### config.mk
export PLATFORM = sky130hd
export DESIGN_NAME = scan_rate_pwm_stepper_core
export DESIGN_NICKNAME = d
export VERILOG_FILES = /design/src/design/srps_pkg.sv /design/src/design/srps_front.sv /design/src/design/srps_fifo.sv /design/src/design/srps_back.sv /design/src/design/scan_rate_pwm_stepper_core.sv
export VERILOG_INCLUDE_DIRS = /design/src /design/src/design
export SDC_FILE = /design/constraint.sdc
export NUM_CORES = 1
export LEC_CHECK = 0
export BUFFER_PORTS_ARGS = -buffer_cell sky130_fd_sc_hd__buf_4
export CAP_MARGIN = 20
export CORE_MARGIN = 4
export CORE_UTILIZATION = 35
export CTS_CLUSTER_SIZE = 14
export DETAILED_ROUTE_END_ITERATION = 10
export REMOVE_ABC_BUFFERS = 1
export SLEW_MARGIN = 15
export SYNTH_ARGS = -nofsm -noshare
export SYNTH_HDL_FRONTEND = slang
export SYNTH_HIERARCHICAL = 1
export SYNTH_SLANG_ARGS = --single-unit
### constraint.sdc
create_clock -name clk -period 8 [get_ports clk]
set_input_delay 0.8 -clock clk [delete_from_list [all_inputs] [get_ports clk]]
set_output_delay 0.8 -clock clk [all_outputs]
set_load 0.02 [all_outputs]
### src/design/scan_rate_pwm_stepper_core_macros.svh
// Assertion macros for the scan rate PWM stepper core.
// Self-contained; included by the files that carry concurrent assertions.
// Define ASSERT_OFF to compile every assertion away.
`ifndef SCAN_RATE_PWM_STEPPER_CORE_MACROS_SVH
`define SCAN_RATE_PWM_STEPPER_CORE_MACROS_SVH
`ifndef ASSERT_OFF
// The condition must never be seen at a clock edge outside reset.
`define SRPS_ASSERT_NEVER(label, clk, rst_n, cond) \
	label: assert property (@(posedge clk) disable iff (!rst_n) !(cond)) \
		else $error("assertion failed: forbidden condition seen");
// Whenever the trigger holds, the consequence holds in the same cycle.
`define SRPS_ASSERT_IMPLY(label, clk, rst_n, trig, cons) \
	label: assert property (@(posedge clk) disable iff (!rst_n) (trig) |-> (cons)) \
		else $error("assertion failed: same-cycle implication broken");
// Whenever the trigger holds, the consequence holds in the next cycle.
`define SRPS_ASSERT_NEXT(label, clk, rst_n, trig, cons) \
	label: assert property (@(posedge clk) disable iff (!rst_n) (trig) |=> (cons)) \
		else $error("assertion failed: next-cycle implication broken");
`else
`define SRPS_ASSERT_NEVER(label, clk, rst_n, cond)
`define SRPS_ASSERT_IMPLY(label, clk, rst_n, trig, cons)
`define SRPS_ASSERT_NEXT(label, clk, rst_n, trig, cons)
`endif
`endif

### src/design/srps_pkg.sv
// Shared types and constants of the scan rate PWM stepper core.
// No dependencies; imported by every module of the block.
`default_nettype none

package srps_pkg;

	localparam int SUM_W      = 40;
	localparam int FREQ_W     = 24;
	localparam int CNT_W      = 8;
	localparam int MHZ_W      = 17;
	localparam int CPWM_W     = 10;
	localparam int ACT_W      = 2;
	localparam int K_W        = 30;
	localparam int NUM_W      = CNT_W + K_W;
	localparam int DIV_CNT_W  = $clog2(NUM_W);
	localparam int OUT_DATA_W = 40;
	localparam int APB_ADDR_W = 5;
	localparam int APB_DATA_W = 32;
	localparam int REG_IDX_W  = 3;

	localparam logic [SUM_W-1:0]  SUM_MAX        = {SUM_W{1'b1}};
	localparam logic [FREQ_W-1:0] FREQ_MAX       = {FREQ_W{1'b1}};
	localparam logic [K_W-1:0]    MHZ_PER_INV_US = 30'd1000000000;

	localparam int QUEUE_DEPTH = 2;
	localparam int QPTR_W      = $clog2(QUEUE_DEPTH);
	localparam int QCNT_W      = $clog2(QUEUE_DEPTH + 1);

	localparam logic [MHZ_W-1:0]  RST_TARGET   = 17'd10000;
	localparam logic [MHZ_W-1:0]  RST_HYST     = 17'd500;
	localparam logic [CPWM_W-1:0] RST_STEP     = 10'd30;
	localparam logic [CNT_W-1:0]  RST_WINDOW   = 8'd40;
	localparam logic [CPWM_W-1:0] RST_PWM_MIN  = 10'd0;
	localparam logic [CPWM_W-1:0] RST_PWM_MAX  = 10'd1023;
	localparam logic [CPWM_W-1:0] RST_INIT_PWM = 10'd650;

	typedef enum logic [ACT_W-1:0] {
		ACT_HOLD    = 2'd0,
		ACT_UP      = 2'd1,
		ACT_DOWN    = 2'd2,
		ACT_REFUSED = 2'd3
	} action_t;

	typedef enum logic [REG_IDX_W-1:0] {
		REG_TARGET   = 3'd0,
		REG_HYST     = 3'd1,
		REG_STEP     = 3'd2,
		REG_WINDOW   = 3'd3,
		REG_PWM_MIN  = 3'd4,
		REG_PWM_MAX  = 3'd5,
		REG_INIT_PWM = 3'd6
	} reg_idx_t;

	typedef enum logic [1:0] {
		BK_IDLE,
		BK_MUL,
		BK_DIV,
		BK_DONE
	} back_state_t;

	// One finished measurement window handed from front to back.
	typedef struct packed {
		logic [CNT_W-1:0] count;
		logic [SUM_W-1:0] sum;
	} win_t;

	typedef struct packed {
		logic full;
		logic empty;
	} fifo_stat_t;

	typedef struct packed {
		logic busy;
		logic commit;
	} back_stat_t;

	// Settings used by the back part.
	typedef struct packed {
		logic [MHZ_W-1:0]  target;
		logic [MHZ_W-1:0]  hyst;
		logic [CPWM_W-1:0] step;
		logic [CPWM_W-1:0] pwm_min;
		logic [CPWM_W-1:0] pwm_max;
	} cfg_t;

endpackage

`default_nettype wire

### src/design/srps_front.sv
// Front part: accepts timestamps, accumulates intervals and closes windows.
// Depends on srps_pkg; pushes each finished window into srps_fifo.
`default_nettype none

module srps_front #(
	parameter int STAMP_WIDTH = 32,
	parameter int MAX_WINDOW  = 255
) (
	input  wire logic                       clk,
	input  wire logic                       arst_n,
	input  wire logic [srps_pkg::CNT_W-1:0] window_count,
	input  wire logic                       in_valid,
	output logic                            in_ready,
	input  wire logic [STAMP_WIDTH-1:0]     stamp,
	input  wire srps_pkg::fifo_stat_t       qstat,
	output logic                            push,
	output srps_pkg::win_t                  win
);
	import srps_pkg::*;

	localparam int ACC_W = ((STAMP_WIDTH > SUM_W) ? STAMP_WIDTH : SUM_W) + 1;
	localparam int CNT_MAX = (1 << CNT_W) - 1;
	localparam logic [CNT_W-1:0] WIN_CLIP =
		CNT_W'((MAX_WINDOW > CNT_MAX) ? CNT_MAX : MAX_WINDOW);

	logic [STAMP_WIDTH-1:0] prev_q;
	logic                   have_prev_q;
	logic [CNT_W-1:0]       cnt_q;
	logic [SUM_W-1:0]       sum_q;

	logic                   accept;
	logic [CNT_W-1:0]       eff_count;
	logic [STAMP_WIDTH-1:0] interval;
	logic [ACC_W-1:0]       acc;
	logic [SUM_W-1:0]       sum_new;
	logic [CNT_W-1:0]       cnt_new;
	logic                   done;

	assign in_ready = !qstat.full;
	assign accept   = in_valid && in_ready;

	always_comb begin
		eff_count = (window_count == '0) ? CNT_W'(1) : window_count;
		if (eff_count > WIN_CLIP) begin
			eff_count = WIN_CLIP;
		end
	end

	// Interval wraps with the timestamp; the window sum saturates.
	assign interval = stamp - prev_q;
	assign acc      = ACC_W'(sum_q) + ACC_W'(interval);
	assign sum_new  = (acc > ACC_W'(SUM_MAX)) ? SUM_MAX : acc[SUM_W-1:0];
	assign cnt_new  = cnt_q + CNT_W'(1);
	assign done     = (cnt_new >= eff_count);

	assign push      = accept && have_prev_q && done;
	assign win.count = eff_count;
	assign win.sum   = sum_new;

	always_ff @(posedge clk or negedge arst_n) begin
		if (!arst_n) begin
			prev_q      <= '0;
			have_prev_q <= 1'b0;
			cnt_q       <= '0;
			sum_q       <= '0;
		end else if (accept) begin
			prev_q      <= stamp;
			have_prev_q <= 1'b1;
			if (have_prev_q) begin
				if (done) begin
					cnt_q <= '0;
					sum_q <= '0;
				end else begin
					cnt_q <= cnt_new;
					sum_q <= sum_new;
				end
			end
		end
	end

endmodule

`default_nettype wire

### src/design/srps_fifo.sv
// Two-entry queue of finished windows between the front and back parts.
// Depends on srps_pkg for the entry type and the depth.
`default_nettype none

module srps_fifo (
	input  wire logic                 clk,
	input  wire logic                 arst_n,
	input  wire logic                 push,
	input  wire srps_pkg::win_t       wdata,
	input  wire logic                 pop,
	output srps_pkg::win_t            rdata,
	output srps_pkg::fifo_stat_t      stat
);
	import srps_pkg::*;

	win_t              mem_q [QUEUE_DEPTH];
	logic [QPTR_W-1:0] wr_q;
	logic [QPTR_W-1:0] rd_q;
	logic [QCNT_W-1:0] cnt_q;

	assign stat.full  = (cnt_q == QCNT_W'(QUEUE_DEPTH));
	assign stat.empty = (cnt_q == '0);
	assign rdata      = mem_q[rd_q];

	function automatic logic [QPTR_W-1:0] ptr_inc(input logic [QPTR_W-1:0] p);
		return (p == QPTR_W'(QUEUE_DEPTH - 1)) ? '0 : p + QPTR_W'(1);
	endfunction

	always_ff @(posedge clk) begin
		if (push) begin
			mem_q[wr_q] <= wdata;
		end
	end

	always_ff @(posedge clk or negedge arst_n) begin
		if (!arst_n) begin
			wr_q  <= '0;
			rd_q  <= '0;
			cnt_q <= '0;
		end else begin
			if (push) begin
				wr_q <= ptr_inc(wr_q);
			end
			if (pop) begin
				rd_q <= ptr_inc(rd_q);
			end
			if (push && !pop) begin
				cnt_q <= cnt_q + QCNT_W'(1);
			end else if (pop && !push) begin
				cnt_q <= cnt_q - QCNT_W'(1);
			end
		end
	end

endmodule

`default_nettype wire

### src/design/srps_back.sv
// Back part: frequency estimate by bit-serial division, PWM stepping, result register.
// Depends on srps_pkg; takes windows from srps_fifo.
`default_nettype none

module srps_back #(
	parameter int PWM_WIDTH = 10
) (
	input  wire logic                            clk,
	input  wire logic                            arst_n,
	input  wire srps_pkg::cfg_t                  cfg,
	input  wire srps_pkg::win_t                  win,
	input  wire logic                            win_avail,
	output logic                                 win_pop,
	output logic                                 m_axis_tvalid,
	input  wire logic                            m_axis_tready,
	output logic [srps_pkg::OUT_DATA_W-1:0]      m_axis_tdata,
	output srps_pkg::back_stat_t                 stat
);
	import srps_pkg::*;

	localparam int PX = ((PWM_WIDTH > CPWM_W) ? PWM_WIDTH : CPWM_W) + 1;
	localparam logic [PX-1:0] PWM_MASK = PX'((1 << PWM_WIDTH) - 1);
	localparam logic [PWM_WIDTH-1:0] PWM_RESET = PWM_WIDTH'(RST_INIT_PWM);

	back_state_t state_q, state_d;

	logic [CNT_W-1:0]     cnt_q;
	logic [SUM_W-1:0]     den_q;
	logic [NUM_W-1:0]     quo_q;
	logic [SUM_W-1:0]     rem_q;
	logic [DIV_CNT_W-1:0] step_q;
	logic [PWM_WIDTH-1:0] pwm_q;
	logic                 out_valid_q;
	logic [CPWM_W-1:0]    out_pwm_q;
	logic [FREQ_W-1:0]    out_freq_q;
	action_t              out_act_q;

	logic mul_en, div_en, commit, slot_free, div_last;

	logic [SUM_W:0]       shifted;
	logic                 ge;
	logic [SUM_W:0]       diff;

	logic [FREQ_W-1:0]    freq;
	logic                 go_up, go_down;
	logic [PX-1:0]        pwm_e, step_e, min_e, max_e, up_next, dn_next, new_e;
	action_t              act;

	assign slot_free = !out_valid_q || m_axis_tready;
	assign div_last  = (step_q == DIV_CNT_W'(NUM_W - 1));

	always_comb begin
		state_d = state_q;
		unique case (state_q)
			BK_IDLE: if (win_avail) state_d = BK_MUL;
			BK_MUL:  state_d = BK_DIV;
			BK_DIV:  if (div_last) state_d = BK_DONE;
			BK_DONE: if (slot_free) state_d = BK_IDLE;
			default: state_d = BK_IDLE;
		endcase
	end

	always_comb begin
		win_pop = (state_q == BK_IDLE) && win_avail;
		mul_en  = (state_q == BK_MUL);
		div_en  = (state_q == BK_DIV);
		commit  = (state_q == BK_DONE) && slot_free;
	end

	// One restoring division step per cycle, quotient bits shift in at the bottom.
	assign shifted = {rem_q, quo_q[NUM_W-1]};
	assign ge      = (shifted >= {1'b0, den_q});
	assign diff    = shifted - {1'b0, den_q};

	always_comb begin
		if (den_q == '0 || quo_q > NUM_W'(FREQ_MAX)) begin
			freq = FREQ_MAX;
		end else begin
			freq = quo_q[FREQ_W-1:0];
		end
		go_up   = ((FREQ_W+1)'(freq) + (FREQ_W+1)'(cfg.hyst)) < (FREQ_W+1)'(cfg.target);
		go_down = (FREQ_W+1)'(freq) > ((FREQ_W+1)'(cfg.target) + (FREQ_W+1)'(cfg.hyst));

		pwm_e   = PX'(pwm_q);
		step_e  = PX'(cfg.step);
		min_e   = PX'(cfg.pwm_min);
		max_e   = PX'(cfg.pwm_max);
		up_next = pwm_e + step_e;
		dn_next = pwm_e - step_e;
		new_e   = pwm_e;
		act     = ACT_HOLD;
		priority if (go_up) begin
			if (up_next > max_e || up_next < min_e || up_next > PWM_MASK) begin
				act = ACT_REFUSED;
			end else begin
				new_e = up_next;
				act   = ACT_UP;
			end
		end else if (go_down) begin
			if (pwm_e < step_e || dn_next < min_e || dn_next > max_e) begin
				act = ACT_REFUSED;
			end else begin
				new_e = dn_next;
				act   = ACT_DOWN;
			end
		end else begin
			act = ACT_HOLD;
		end
	end

	always_ff @(posedge clk) begin
		if (win_pop) begin
			cnt_q <= win.count;
			den_q <= win.sum;
		end
		if (mul_en) begin
			quo_q <= NUM_W'(cnt_q) * NUM_W'(MHZ_PER_INV_US);
			rem_q <= '0;
		end else if (div_en) begin
			quo_q <= {quo_q[NUM_W-2:0], ge};
			rem_q <= ge ? diff[SUM_W-1:0] : shifted[SUM_W-1:0];
		end
		if (commit) begin
			out_pwm_q  <= new_e[CPWM_W-1:0];
			out_freq_q <= freq;
			out_act_q  <= act;
		end
	end

	always_ff @(posedge clk or negedge arst_n) begin
		if (!arst_n) begin
			state_q     <= BK_IDLE;
			step_q      <= '0;
			pwm_q       <= PWM_RESET;
			out_valid_q <= 1'b0;
		end else begin
			state_q <= state_d;
			if (mul_en) begin
				step_q <= '0;
			end else if (div_en) begin
				step_q <= step_q + DIV_CNT_W'(1);
			end
			if (commit) begin
				pwm_q       <= new_e[PWM_WIDTH-1:0];
				out_valid_q <= 1'b1;
			end else if (m_axis_tready) begin
				out_valid_q <= 1'b0;
			end
		end
	end

	assign m_axis_tvalid = out_valid_q;
	assign m_axis_tdata  = {
		(OUT_DATA_W - CPWM_W - FREQ_W - ACT_W)'(0), out_act_q, out_freq_q, out_pwm_q
	};

	assign stat.busy   = (state_q != BK_IDLE);
	assign stat.commit = commit;

endmodule

`default_nettype wire

### src/design/scan_rate_pwm_stepper_core.sv
// Scan rate PWM stepper: timestamps in, one bang-bang PWM correction per
// measurement window out. A stamp is taken whenever the window queue has room.
// A completed window is taken from the queue, multiplied, divided bit-serially
// and loaded into the result register once the output register is free. The back
// part handles one window at a time and takes no new window until it has finished
// the last one. Up to two completed windows wait in the queue while the divider
// is busy, and stamps that do not close a window keep flowing at one per cycle
// while the queue is not full. The first stamp after reset only sets the reference
// time. Each result carries the running PWM after the decision, the window
// frequency in millihertz (saturating at all ones, also for a zero interval sum)
// and the action taken: hold, step up, step down, or a step refused because it
// would leave the allowed PWM range. Settings are to be written over the APB port
// only while the block is idle; the block itself does not enforce this.
// initial_pwm is stored and read back but does not set the PWM at reset.
// Depends on srps_pkg, srps_front, srps_fifo, srps_back and the assertion macros.
`default_nettype none
`include "scan_rate_pwm_stepper_core_macros.svh"

module scan_rate_pwm_stepper_core #(
	parameter int STAMP_WIDTH = 32,
	parameter int PWM_WIDTH   = 10,
	parameter int MAX_WINDOW  = 255
) (
	input  wire logic                                   clk,
	input  wire logic                                   arst_n,
	// APB configuration port
	input  wire logic                                   psel,
	input  wire logic                                   penable,
	input  wire logic                                   pwrite,
	input  wire logic [srps_pkg::APB_ADDR_W-1:0]        paddr,
	input  wire logic [srps_pkg::APB_DATA_W-1:0]        pwdata,
	output logic [srps_pkg::APB_DATA_W-1:0]             prdata,
	output logic                                        pready,
	// Timestamp requests
	input  wire logic                                   s_axis_tvalid,
	output logic                                        s_axis_tready,
	// tdata: stamp, then zero padding to whole bytes
	input  wire logic [((STAMP_WIDTH + 7) / 8) * 8 - 1:0] s_axis_tdata,
	// Result requests
	output logic                                        m_axis_tvalid,
	input  wire logic                                   m_axis_tready,
	// tdata: pwm_value [9:0], measured_frequency [33:10], action [35:34], zero [39:36]
	output logic [srps_pkg::OUT_DATA_W-1:0]             m_axis_tdata
);
	import srps_pkg::*;

	// Settings registers.
	logic [MHZ_W-1:0]  target_q;
	logic [MHZ_W-1:0]  hyst_q;
	logic [CPWM_W-1:0] step_q;
	logic [CNT_W-1:0]  window_q;
	logic [CPWM_W-1:0] pwm_min_q;
	logic [CPWM_W-1:0] pwm_max_q;
	logic [CPWM_W-1:0] init_pwm_q;

	logic       wr_en;
	reg_idx_t   reg_idx;
	cfg_t       cfg;

	win_t       push_win, pop_win;
	logic       push, pop;
	fifo_stat_t qstat;
	back_stat_t bstat;

	assign pready  = 1'b1;
	assign wr_en   = psel && penable && pwrite && pready;
	assign reg_idx = reg_idx_t'(paddr[APB_ADDR_W-1:2]);

	always_ff @(posedge clk or negedge arst_n) begin
		if (!arst_n) begin
			target_q   <= RST_TARGET;
			hyst_q     <= RST_HYST;
			step_q     <= RST_STEP;
			window_q   <= RST_WINDOW;
			pwm_min_q  <= RST_PWM_MIN;
			pwm_max_q  <= RST_PWM_MAX;
			init_pwm_q <= RST_INIT_PWM;
		end else if (wr_en) begin
			unique case (reg_idx)
				REG_TARGET:   target_q   <= pwdata[MHZ_W-1:0];
				REG_HYST:     hyst_q     <= pwdata[MHZ_W-1:0];
				REG_STEP:     step_q     <= pwdata[CPWM_W-1:0];
				REG_WINDOW:   window_q   <= pwdata[CNT_W-1:0];
				REG_PWM_MIN:  pwm_min_q  <= pwdata[CPWM_W-1:0];
				REG_PWM_MAX:  pwm_max_q  <= pwdata[CPWM_W-1:0];
				REG_INIT_PWM: init_pwm_q <= pwdata[CPWM_W-1:0];
				default: begin
				end
			endcase
		end
	end

	// Reads return the stored value; addresses past the last register read zero.
	always_comb begin
		unique case (reg_idx)
			REG_TARGET:   prdata = APB_DATA_W'(target_q);
			REG_HYST:     prdata = APB_DATA_W'(hyst_q);
			REG_STEP:     prdata = APB_DATA_W'(step_q);
			REG_WINDOW:   prdata = APB_DATA_W'(window_q);
			REG_PWM_MIN:  prdata = APB_DATA_W'(pwm_min_q);
			REG_PWM_MAX:  prdata = APB_DATA_W'(pwm_max_q);
			REG_INIT_PWM: prdata = APB_DATA_W'(init_pwm_q);
			default:      prdata = '0;
		endcase
	end

	assign cfg.target  = target_q;
	assign cfg.hyst    = hyst_q;
	assign cfg.step    = step_q;
	assign cfg.pwm_min = pwm_min_q;
	assign cfg.pwm_max = pwm_max_q;

	// Front part: interval accumulation and window closing.
	srps_front #(
		.STAMP_WIDTH (STAMP_WIDTH),
		.MAX_WINDOW  (MAX_WINDOW)
	) u_front (
		.clk          (clk),
		.arst_n       (arst_n),
		.window_count (window_q),
		.in_valid     (s_axis_tvalid),
		.in_ready     (s_axis_tready),
		.stamp        (s_axis_tdata[STAMP_WIDTH-1:0]),
		.qstat        (qstat),
		.push         (push),
		.win          (push_win)
	);

	// Queue of completed windows; decouples stamp intake from the divider.
	srps_fifo u_fifo (
		.clk    (clk),
		.arst_n (arst_n),
		.push   (push),
		.wdata  (push_win),
		.pop    (pop),
		.rdata  (pop_win),
		.stat   (qstat)
	);

	// Back part: estimate, decision and result register.
	srps_back #(
		.PWM_WIDTH (PWM_WIDTH)
	) u_back (
		.clk           (clk),
		.arst_n        (arst_n),
		.cfg           (cfg),
		.win           (pop_win),
		.win_avail     (!qstat.empty),
		.win_pop       (pop),
		.m_axis_tvalid (m_axis_tvalid),
		.m_axis_tready (m_axis_tready),
		.m_axis_tdata  (m_axis_tdata),
		.stat          (bstat)
	);

	// A completed window must never be pushed into a full queue.
	`SRPS_ASSERT_NEVER(a_queue_no_overflow, clk, arst_n, push && qstat.full)
	// The back part takes a new window only when it has finished the last one.
	`SRPS_ASSERT_IMPLY(a_pop_when_idle, clk, arst_n, pop, !bstat.busy && !qstat.empty)
	// A result is loaded only into a free or draining output register.
	`SRPS_ASSERT_IMPLY(a_commit_slot_free, clk, arst_n, bstat.commit, !m_axis_tvalid || m_axis_tready)
	// A loaded result is offered in the following cycle.
	`SRPS_ASSERT_NEXT(a_commit_offered, clk, arst_n, bstat.commit, m_axis_tvalid)

endmodule

`default_nettype wire

After elaboration in Yosys (flattened, before gate mapping). Memories as Yosys holds them, arrays and structs flattened. A register that Yosys moved wholly into a read port is not among the register bits. Cells that the tools add are included. W data, S select, Z words.

Flip-flop bits (word level): 300. Memory bits (writable): 96. Input port bits: 76. Output and inout port bits: 75. Logic and storage cells: 135. Memories: 1.

Memories: u_fifo.mem_q (depth 2, width 48, rd ports 1, clocked after memory_dff 1, wr ports 1, line srps_fifo.sv:16) `win_t mem_q [QUEUE_DEPTH];`.

Add/subtract/negate cells: 13. Multiply operators: 1. Order comparisons: 13. Equality and inequality tests: 14. Mux-type cells: 32. Reductions and logical operators: 37.

Operators by type and width (number): $mux W40 (3); $pmux W17 S7 (1); $mux W38 (2); $add A40 B32 Y41 (1); $ge A41 B40 Y1 (1); $gt A41 B40 Y1 const B (1); $logic_not A40 Y1 (1); $mux W10 (4); $sub A40 B40 Y40 (1); $gt A38 B24 Y1 const B (1); $sub A32 B32 Y32 (1); $mul A8 B21 Y29 const B (1); $add A24 B17 Y25 (1); $gt A24 B25 Y1 (1); $lt A25 B17 Y1 (1); $mux W24 (1); $mux W8 (3); $gt A11 B10 Y1 (2); $lt A11 B10 Y1 (2); $add A17 B17 Y18 (1); $mux W2 (8); $reduce_and A2 Y1 (8); $mux W6 (2); $add A10 B10 Y11 (1); other kinds (28) (61).

Longest topological paths before layout. Gate-level depths: netlist (run 1).

Depth in word-level cells: 10. Mapped depth: 28. Gate-level depth less buffers: 25.

Cells and area by module. Netlist (run 1), hierarchy kept.

Modules (own cells, without submodules): srps_back (instances 1, cells an instance 1793, area an instance 16542.1 um2, seq. area each 4854.7 um2); srps_front (instances 1, cells an instance 872, area an instance 7126.8 um2, seq. area each 2026.9 um2); scan_rate_pwm_stepper_core (instances 1, cells an instance 296, area an instance 4101.4 um2, seq. area each 2090.8 um2); srps_fifo (instances 1, cells an instance 165, area an instance 3696.0 um2, seq. area each 2982.9 um2).

Least setup slack after synthesis (run 1). Ideal clock, no wire load.

Path kind: register -> register. Start: reg u_back.quo_q[37]. End: reg u_back.pwm_q[5]. Data arrival time: 5.676 ns. Data required time: 7.877 ns. Slack: 2.201 ns. Cell stages (with the launch flop): 28. Path buffers: 2. Clock period less this slack: 5.799 ns. Cells stage by stage: edfxtp_1 nor4_1 nand4_1 a31oi_1 clkbuf_1 nand2b_1 ha_1 or3_1 a211oi_2 a211oi_2 nand2_1 nand2_1 a21oi_1 o21bai_1 a21oi_1 xnor2_1 ha_1 a21oi_1 nand2_1 a221oi_1 nand2_1 nor2_1 nand4b_1 or4b_4 or3_1 buf_6 nand2b_4 o221a_1.

Cells in the longest elaborated chain, start to end: 6. Elaborated cells between the ends (all ways): 8.

Ends and longest elaborated chain: from (decl) (line srps_back.sv:29) `logic [NUM_W-1:0] quo_q;`; from (signal assigned) (line srps_back.sv:117) `quo_q <= NUM_W'(cnt_q) * NUM_W'(MHZ_PER_INV_US);`; from (signal assigned) (line srps_back.sv:120) `quo_q <= {quo_q[NUM_W-2:0], ge};`; $gt A38 B24 Y1 * (line srps_back.sv:76) `if (den_q == '0 || quo_q > NUM_W'(FREQ_MAX)) begin`; $logic_or A1 B1 Y1 * (line srps_back.sv:76); $mux W24 * (line srps_back.sv:76); net u_back.freq[5] (line srps_back.sv:44) `logic [FREQ_W-1:0] freq;`; $add A24 B17 Y25 / $gt A24 B25 Y1 (equally long branches) (line srps_back.sv:81, srps_back.sv:82); $lt A25 B17 Y1 / $mux W10 (equally long branches) (line srps_back.sv:81, srps_back.sv:99); $mux W10 * (line srps_back.sv:92) `priority if (go_up) begin`; to (signal assigned) (line srps_back.sv:144) `pwm_q <= new_e[PWM_WIDTH-1:0];`; to (decl) (line srps_back.sv:32) `logic [PWM_WIDTH-1:0] pwm_q;`.

The timed path passes the listed nets; every way through them passes the cells marked *. A chain may end at the register's enable or synchronous reset.

Worst setup path after layout (run 1).
Start: reg u_back.den_q[19], read port of u_fifo.mem_q. End: reg u_back.pwm_q[0].

Cells in the longest elaborated chain, start to end: 6. Elaborated cells between the ends (all ways): 8.

Ends and longest elaborated chain: from (decl) (line srps_back.sv:28) `logic [SUM_W-1:0] den_q;`; $logic_not A40 Y1 * (line srps_back.sv:76); $logic_or A1 B1 Y1 * (line srps_back.sv:76); $mux W24 * (line srps_back.sv:76); net u_back.freq[6] (line srps_back.sv:44); $add A24 B17 Y25 / $gt A24 B25 Y1 (equally long branches) (line srps_back.sv:81, srps_back.sv:82); $lt A25 B17 Y1 / $mux W10 (equally long branches) (line srps_back.sv:81, srps_back.sv:99); $mux W10 * (line srps_back.sv:92).

Marked as above.

==> reports/qor.yml, run 1 <==
timing:
  fin_crit_sh_pct: 85.8
  layout_min_cycle_time_ns: 6.86
  max_freq_ghz: 0.146
  finalHoldViolations: 0
  tightest_slew_ns: 0.964
  finalSetupTns_ns: 0
  fin_skew_ns: 0.0425
  relSlewSlack_pct: 35.1
  rsz0062_at_grt: "no"
  slew_violations: 0
  setup_viol_count_final: 0
floorplanning:
  die_y_um: 308
  initial_core_util_pct: 35.4
  rows: 109
  fp.dieW_um: 308
  die_area_sq_um: 94700
  io_pins: 151
  coreArea_sq_um: 88800
synth:
  synth_area_sq_um: 31500
  yosysWarnings: 6
  synth_cells: 3125
  syn_area_per_cell_sq_um: 10.1
clocking:
  cts_made_buffers: 52
  insertion_delay_ns: 0.62
  h-tree-depth: 2
  cts_tree: "yes"
  cts.sinks: 444
  clk_pin_slew_ns: 0.06
  root_buffer: "clkbuf_16"
  cts_resized: 0
  hold_buffers: 0
  post_cts_buffers: 0
  clk_path_buf_depth: 3
worst_setup_path:
  path_delay_family: "simple AND/OR/NAND/NOR gates"
  crit_type: "flop to flop"
  cp-end-kind: "flop"
  crit_path_start_kind: "flop"
  cp.arrival_ns: 7.37
  cp.required_ns: 8.50
  path_max_fanout: 19
  cp_slowest_stage_delay_ns: 0.59
  reg2reg_slack_ns: 1.14
  crit_buf_inv: 1
  path_common_cell: "nand2_1"
  slowest_stage: "or4b_4"
run_status:
  outcome: "complete, no violations"
grt:
  grt_antenna_before_repair: 0
  grt_max_degree: 131
  overflow: 0
  grt_pass1_vias: 22200
  grtUsageTotal_pct: 15.3
  grt_pass1_wl_um: 119000
route:
  drt_wl_total_um: 73300
  via_per_inst: 5.11
  firstDrtPassIters: 7
  drt_iter0_drc: 1208
  drc: 0
  drtAntennaViolNets: 0
  routedWlPerCell_um: 16.6
  vias: 22500
placed_design:
  hpwlAfterDp_um: 55400
  globalplace.congestion: 0.852
  place.port_buffers: 113
min_path:
  hold_class: "input pin to async pin"
finish:
  nNetsFinal: 3644
  area_delta_synth_final_pct: 12.0
  antenna_cells: 0
  final_layout_size_suffix_gt1_share_pct: 14.4
flow_run:
  maxCapViolations: 0
==> cell usage in the layout, fill, tap and decap left out, types with 64 or more instances in the layout <==
| cell type | count |
|---|---|
| ha_1 | 315 |
| inv_1 | 259 |
| nand2_1 | 219 |
| edfxtp_1 | 209 |
| a21oi_1 | 189 |
| nor2_1 | 182 |
| o21ai_0 | 175 |
| dfrtp_1 | 150 |
| buf_4 | 129 |
| mux2_2 | 114 |
| xnor2_1 | 106 |
| a21o_1 | 76 |
| mux2i_1 | 75 |
| xor2_1 | 64 |
==> stage by stage <==
| step | utilization, % | std cells | area (sq um) | setup WS [ns] | hold slack, ns |
|---|---|---|---|---|---|
| after floorplan | - | 3010 | 30800 | 1.62 | 0.454 |
| after global placement | 37.6 | 4306 | 33400 | 1.23 | 0.467 |
| after detailed placement | 37.6 | 4306 | 33400 | 1.18 | 0.473 |
| after CTS | 39.7 | 4404 | 35200 | 1.12 | 0.133 |
| after global routing | 39.7 | 4405 | 35200 | 0.595 | 0.143 |
| final | 39.7 | 4405 | 35200 | 1.14 | 0.147 |
==> per-layer routing <==
metal	GRT usage, %	wire length [um]	up-vias	share of wire, %
met5	0	0	-	0
met1	21.6	35400	10700	48
met4	3.42	1380	0	1.9
li1	-	-	11400	-
met3	2.33	3170	74	4.3
met2	24.8	33300	368	45
==> worst reg2reg max path: stages (launching register included) <==
cell and delay [ns]:
edfxtp_1 0.42, or4_1 0.53, nor2_1 0.38, a31oi_2 0.27, buf_4 0.27, nand2b_1 0.15, ha_1 0.30, a211o_1 0.31
nor3_1 0.20, a211oi_2 0.16, nand2_1 0.10, nand2_1 0.05, a21oi_1 0.27, o21bai_1 0.11, a21oi_1 0.18, xnor2_1 0.14
ha_1 0.27, a21oi_1 0.17, nand2_1 0.08, a221oi_1 0.25, nand2_1 0.08, nor2_1 0.12, nand4b_1 0.12, or4b_4 0.59
or3_1 0.57, a21oi_4 0.43, mux2i_1 0.24
==> cell type report <==
class                      instances  area [sq um]
clock inverter                    39           477
fill                            8687         53500
inverter                         260           976
multi-input combinational       2306         18000
tap                             1165          1460
timing repair buffer             132          1020
sequential                       444         12000
clock buffer                      59          1370
==> final timing paths <==
kind | startpoint | to | cells past startpoint
worst min register to register | u_fifo/cnt_q[1]$_DFFE_PN0P_ | u_fifo/cnt_q[1]$_DFFE_PN0P_ | 1
max in group asynchronous | arst_n | hyst_q[11]$_DFFE_PN0P_ | 2
worst max register to register | u_back/den_q[19]$_DFFE_PP_ | u_back/pwm_q[0]$_DFFE_PN0P_ | 26
min in group clk | s_axis_tdata[19] | u_front/prev_q[19]$_DFFE_PN0P_ | 3
worst max-delay path | u_back/den_q[19]$_DFFE_PP_ | u_back/pwm_q[0]$_DFFE_PN0P_ | 26
worst min-delay path | arst_n | u_front/prev_q[4]$_DFFE_PN0P_ | 1
==> state kept, by name, summed over array words and instances (netlist names), 17 cells and up <==
| register | count |
|---|---|
| u_back/out_freq_q | 24 |
| u_back/den_q | 40 |
| u_front/prev_q | 32 |
| u_fifo/mem_q | 96 |
| hyst_q | 17 |
| u_back/quo_q | 38 |
| u_back/rem_q | 40 |
| u_front/sum_q | 40 |
| target_q | 17 |
Power of run 1 is left out: the tool's default activity adds up to more than one toggle a clock period on the data nets, which glitch-free logic cannot reach.
==> run 2, diff against run 1 <==
--- a/config.mk
+++ b/config.mk
@@ -12,6 +12,7 @@
 export CORE_UTILIZATION = 35
 export CTS_CLUSTER_SIZE = 14
 export DETAILED_ROUTE_END_ITERATION = 10
+export PLACE_DENSITY_LB_ADDON = 0.25
 export REMOVE_ABC_BUFFERS = 1
 export SLEW_MARGIN = 15
 export SYNTH_ARGS = -nofsm -noshare
==> run 2 against run 1 <==
Fmax decreased by 3.2%. Clock skew is 0.0042 ns higher. Non-clock buffer count is 1 lower. Critical path depth decreased by 3. Core utilization is essentially flat. First-iteration DRC count rose by 20%. Wire length rose by 2.9%.
==> reports/qor.yml, run 2 (synthesis gave the netlist of run 1 again) <==
floorplanning:
  fp.dieW_um: 308
  io_pins: 151
  die_area_sq_um: 94700
  rows: 109
  die_y_um: 308
  coreArea_sq_um: 88800
  initial_core_util_pct: 35.4
route:
  vias: 22500
  dr_wl_met2_um: 33600
  drt_iter0_drc: 1452
  met1Wirelength_um: 37600
  firstDrtPassIters: 5
  routedWlPerCell_um: 17.1
  drt_wl_total_um: 75500
  via_per_inst: 5.12
  drtAntennaViolNets: 0
  route.met3.wl_um: 2640
  drc: 0
  top_layer_used: "met4"
placed_design:
  hpwlAfterDp_um: 56100
  globalplace.congestion: 0.830
  place.port_buffers: 113
clocking:
  root_buffer: "clkbuf_16"
  post_cts_buffers: 0
  cts_made_buffers: 52
  hold_buffers: 0
  cts.sinks: 444
  cts_resized: 0
  insertion_delay_ns: 0.61
  clk_pin_slew_ns: 0.06
  cts_tree: "yes"
  clk_path_buf_depth: 3
  h-tree-depth: 2
timing:
  finalHoldViolations: 0
  finalSetupTns_ns: 0
  slew_violations: 0
  setup_viol_count_final: 0
  layout_min_cycle_time_ns: 7.09
  fin_crit_sh_pct: 88.6
  relSlewSlack_pct: 20.4
  max_freq_ghz: 0.141
  tightest_slew_ns: 1.19
  fin_skew_ns: 0.0467
  rsz0062_at_grt: "no"
min_path:
  hold_class: "input pin to async pin"
grt:
  grt_antenna_before_repair: 0
  grtUsageTotal_pct: 15.7
  overflow: 0
  grt_pass1_wl_um: 122000
  grt_max_degree: 126
  grt_pass1_vias: 22400
worst_setup_path:
  cp-end-kind: "flop"
  crit_path_start_kind: "flop"
  cp.arrival_ns: 7.63
  cp.required_ns: 8.54
  reg2reg_slack_ns: 0.91
  crit_type: "flop to flop"
  path_max_fanout: 14
finish:
  largest_register_ffs: 96
  area_delta_synth_final_pct: 11.9
  regMostFlops: "u_fifo/mem_q"
  mostFrequentLayoutCells: "ha_1 (315), inv_1 (259), nand2_1 (219)"
  final_common_cell: "ha_1"
  antenna_cells: 0
  nNetsFinal: 3643
  final_layout_size_suffix_gt1_share_pct: 14.2
run_status:
  outcome: "complete, no violations"
flow_run:
  maxCapViolations: 0
run 2: cell types whose count changed in the layout (fill, tap and decap cells not counted), moves of 2 or more:
cell	delta
inv_6	-3
clkinv_4	-5
clkbuf_1	+3
clkinv_1	+2
clkinvlp_4	+2
run 2: worst max-delay path, cell delays in order (launching register included):
cell and delay (ns):
edfxtp_1 0.39, nor4_1 0.45, nand4_1 0.23, a31oi_2 0.75, nand2b_1 0.21, ha_1 0.26, fa_1 0.42, a211oi_1 0.35
o211ai_1 0.20, a221oi_1 0.57, nor2_1 0.12, nor2_1 0.14, xnor2_1 0.13, ha_1 0.26, nand3_1 0.08, nand2_1 0.05
a221oi_1 0.24, nand2_1 0.08, nor2_1 0.10, nand4b_1 0.12, or4b_4 0.60, or3_1 0.58, a21oi_4 0.46, o221a_1 0.25
run 2: metrics by stage:
stage	hold WS, ns	utilization, %	setup WS (ns)	cells	instance area (sq um)
2_1_floorplan	0.454	-	1.62	3010	30800
4_1_cts	0.167	39.7	0.963	4404	35200
3_3_place_gp	0.467	37.6	0.965	4306	33400
3_5_place_dp	0.470	37.6	0.936	4306	33400
5_1_grt	0.199	39.7	0.280	4404	35200
6_report	0.186	39.7	0.912	4404	35200
run 2: path summary, 6_finish.rpt:
path                                              endpoint                             from  depth (start not counted)
min in group clk            u_front/prev_q[19]$_DFFE_PN0P_                 s_axis_tdata[19]                          3
min                          u_front/prev_q[5]$_DFFE_PN0P_                           arst_n                          1
max in group asynchronous          u_fifo/rd_q$_DFFE_PN0P_                           arst_n                          2
max                            u_back/pwm_q[7]$_DFFE_PN1P_       u_back/quo_q[28]$_DFFE_PP_                         23
min reg2reg                u_front/have_prev_q$_DFFE_PN0P_  u_front/have_prev_q$_DFFE_PN0P_                          1
max reg2reg                    u_back/pwm_q[7]$_DFFE_PN1P_       u_back/quo_q[28]$_DFFE_PP_                         23
run 2: metal layers:
metal  vias up  track usage, %
met3        79            2.00
met1     10800            22.6
met2       320            25.2
met5         -               0
met4         0            3.90
li1      11400               -
run 2: layout make-up:
type / count / area, sq um
Fill cell: 8683 / 53600
Inverter: 260 / 976
Clock inverter: 35 / 430
Sequential cell: 444 / 12000
Tap cell: 1165 / 1460
Timing Repair Buffer: 131 / 1000
Multi-Input combinational cell: 2306 / 18000
Clock buffer: 63 / 1410
Power of run 2 is left out for the same reason.
==> run 3, diff against run 2 <==
--- a/config.mk
+++ b/config.mk
@@ -12,7 +12,7 @@
 export CORE_UTILIZATION = 35
 export CTS_CLUSTER_SIZE = 14
 export DETAILED_ROUTE_END_ITERATION = 10
-export PLACE_DENSITY_LB_ADDON = 0.25
+export PLACE_DENSITY = 0.51
 export REMOVE_ABC_BUFFERS = 1
 export SLEW_MARGIN = 15
 export SYNTH_ARGS = -nofsm -noshare
==> run 3 against run 2 <==
Worst hold slack gained 0.0046 ns. Clock skew shrank 0.026 ns. Core utilization is essentially flat.
==> reports/qor.yml, run 3 (synthesis gave the netlist of run 1 again) <==
route:
  drt_iter0_drc: 1335
  routedWlPerCell_um: 17.3
  firstDrtPassIters: 5
  drtAntennaViolNets: 0
  drc: 0
  vias: 22400
  top_layer_used: "met4"
  dr_wl_met2_um: 33600
  drt_wl_total_um: 76400
  met1Wirelength_um: 39400
  route.met3.wl_um: 2130
  via_per_inst: 5.08
worst_setup_path:
  crit_type: "flop to flop"
  reg2reg_slack_ns: 1.03
  reg2reg_to: "u_back/pwm_q[5]$_DFFE_PN0P_"
  r2r_cells: 23
  path_max_fanout: 10
  crit_path_start_kind: "flop"
  cp.required_ns: 8.53
  cp.arrival_ns: 7.50
  cp-end-kind: "flop"
  r2r-start: "u_back/quo_q[28]$_DFFE_PP_"
flow_run:
  maxCapViolations: 0
clocking:
  hold_buffers: 0
  clk_path_buf_depth: 3
  insertion_delay_ns: 0.60
  clk_pin_slew_ns: 0.06
  root_buffer: "clkbuf_16"
  cts_made_buffers: 54
  h-tree-depth: 2
  cts.sinks: 444
  cts_tree: "yes"
  cts_resized: 0
  post_cts_buffers: 0
placed_design:
  dpl_cell_area_sq_um: 33400
  globalplace.congestion: 0.817
  hpwlAfterDp_um: 57500
  pre_cts_ws_ns: 1.09
  place.port_buffers: 113
timing:
  max_freq_ghz: 0.143
  hold_slack_ns: 0.191
  slew_violations: 0
  fin_skew_ns: 0.0209
  finalHoldViolations: 0
  relSlewSlack_pct: 43.9
  layout_setup_ws_ns: 1.03
  setup_viol_count_final: 0
  tightest_slew_ns: 0.841
  finalSetupTns_ns: 0
  fin_crit_sh_pct: 87.2
  rsz0062_at_grt: "no"
  layout_min_cycle_time_ns: 6.97
min_path:
  hold_class: "input pin to async pin"
finish:
  mostFrequentLayoutCells: "ha_1 (315), inv_1 (259), nand2_1 (219)"
  final_layout_size_suffix_gt1_share_pct: 14.2
  nNetsFinal: 3647
  largest_register_ffs: 96
  area_delta_synth_final_pct: 11.9
  regMostFlops: "u_fifo/mem_q"
  final_common_cell: "ha_1"
  final_cell_area_sq_um: 35200
  antenna_cells: 0
floorplanning:
  initial_core_util_pct: 35.4
  coreArea_sq_um: 88800
  die_area_sq_um: 94700
  io_pins: 151
  die_y_um: 308
  fp.dieW_um: 308
  rows: 109
run_status:
  outcome: "complete, no violations"
grt:
  grt_pass1_vias: 22200
  overflow: 0
  grt_antenna_before_repair: 0
  grt_pass1_wl_um: 123000
  grtUsageTotal_pct: 15.9
  grt_max_degree: 125
-- run 3: cell count changes in the layout (fill, tap and decap cells not counted), moves of 2 or more --
| cell | previous run | this run |
|---|---|---|
| clkbuf_8 | 3 | 11 |
| inv_6 | 3 | 1 |
| clkinv_2 | 9 | 7 |
| clkbuf_1 | 7 | 15 |
| clkinvlp_4 | 7 | 4 |
| bufinv_16 | 8 | 4 |
| clkinv_1 | 4 | 1 |
| inv_4 | 2 | 0 |
-- run 3: cell type report --
| type | count | area (sq um) |
|---|---|---|
| Sequential cell | 444 | 12000 |
| Multi-Input combinational cell | 2306 | 18000 |
| Timing Repair Buffer | 133 | 1030 |
| Inverter | 260 | 976 |
| Clock inverter | 21 | 251 |
| Tap cell | 1165 | 1460 |
| Fill cell | 8725 | 53600 |
| Clock buffer | 79 | 1550 |
-- run 3: worst max-delay path, stage by stage, from the launching register on --
cell and delay, ns:
edfxtp_1 0.40, nor4_1 0.43, nand4_1 0.26, a31oi_2 0.58, nand2b_1 0.20, ha_1 0.25
fa_1 0.42, a211oi_1 0.32, o211ai_1 0.22, a221oi_1 0.62, nor2_1 0.12, nor2_1 0.15
xnor2_1 0.14, ha_1 0.25, nand3_1 0.08, nand2_1 0.05, a221oi_1 0.26, nand2_1 0.09
nor2_1 0.11, nand4b_1 0.12, or4b_4 0.61, or3_1 0.57, a21oi_4 0.40, o221a_1 0.24
-- run 3: metrics by stage --
| step | utilization (%) | cells |
|---|---|---|
| 3_5_place_dp | 37.6 | 4307 |
| 2_1_floorplan | - | 3010 |
| 6_report | 39.6 | 4408 |
| 4_1_cts | 39.6 | 4407 |
| 5_1_grt | 39.6 | 4408 |
| 3_3_place_gp | 37.6 | 4307 |
-- run 3: worst max-delay path by stage --
stage / from / endpoint / depth (start not counted)
2_1_floorplan: u_back/quo_q[37]$_DFFE_PP_ / u_back/pwm_q[5]$_DFFE_PN0P_ / 25
3_3_place_gp: u_back/den_q[2]$_DFFE_PP_ / u_back/pwm_q[3]$_DFFE_PN1P_ / 25
3_5_place_dp: u_back/den_q[9]$_DFFE_PP_ / u_back/pwm_q[5]$_DFFE_PN0P_ / 25
4_1_cts: u_back/den_q[9]$_DFFE_PP_ / u_back/pwm_q[5]$_DFFE_PN0P_ / 25
5_1_grt: u_back/quo_q[28]$_DFFE_PP_ / u_back/pwm_q[0]$_DFFE_PN0P_ / 23
6_report: u_back/quo_q[28]$_DFFE_PP_ / u_back/pwm_q[5]$_DFFE_PN0P_ / 23
-- run 3: layer usage --
metal / vias to the layer above / global-route usage, %
met5: - / 0
met4: 0 / 3.05
met3: 70 / 1.79
met2: 282 / 25.1
met1: 10700 / 23.7
li1: 11400 / -
Power of run 3 is left out for the same reason.
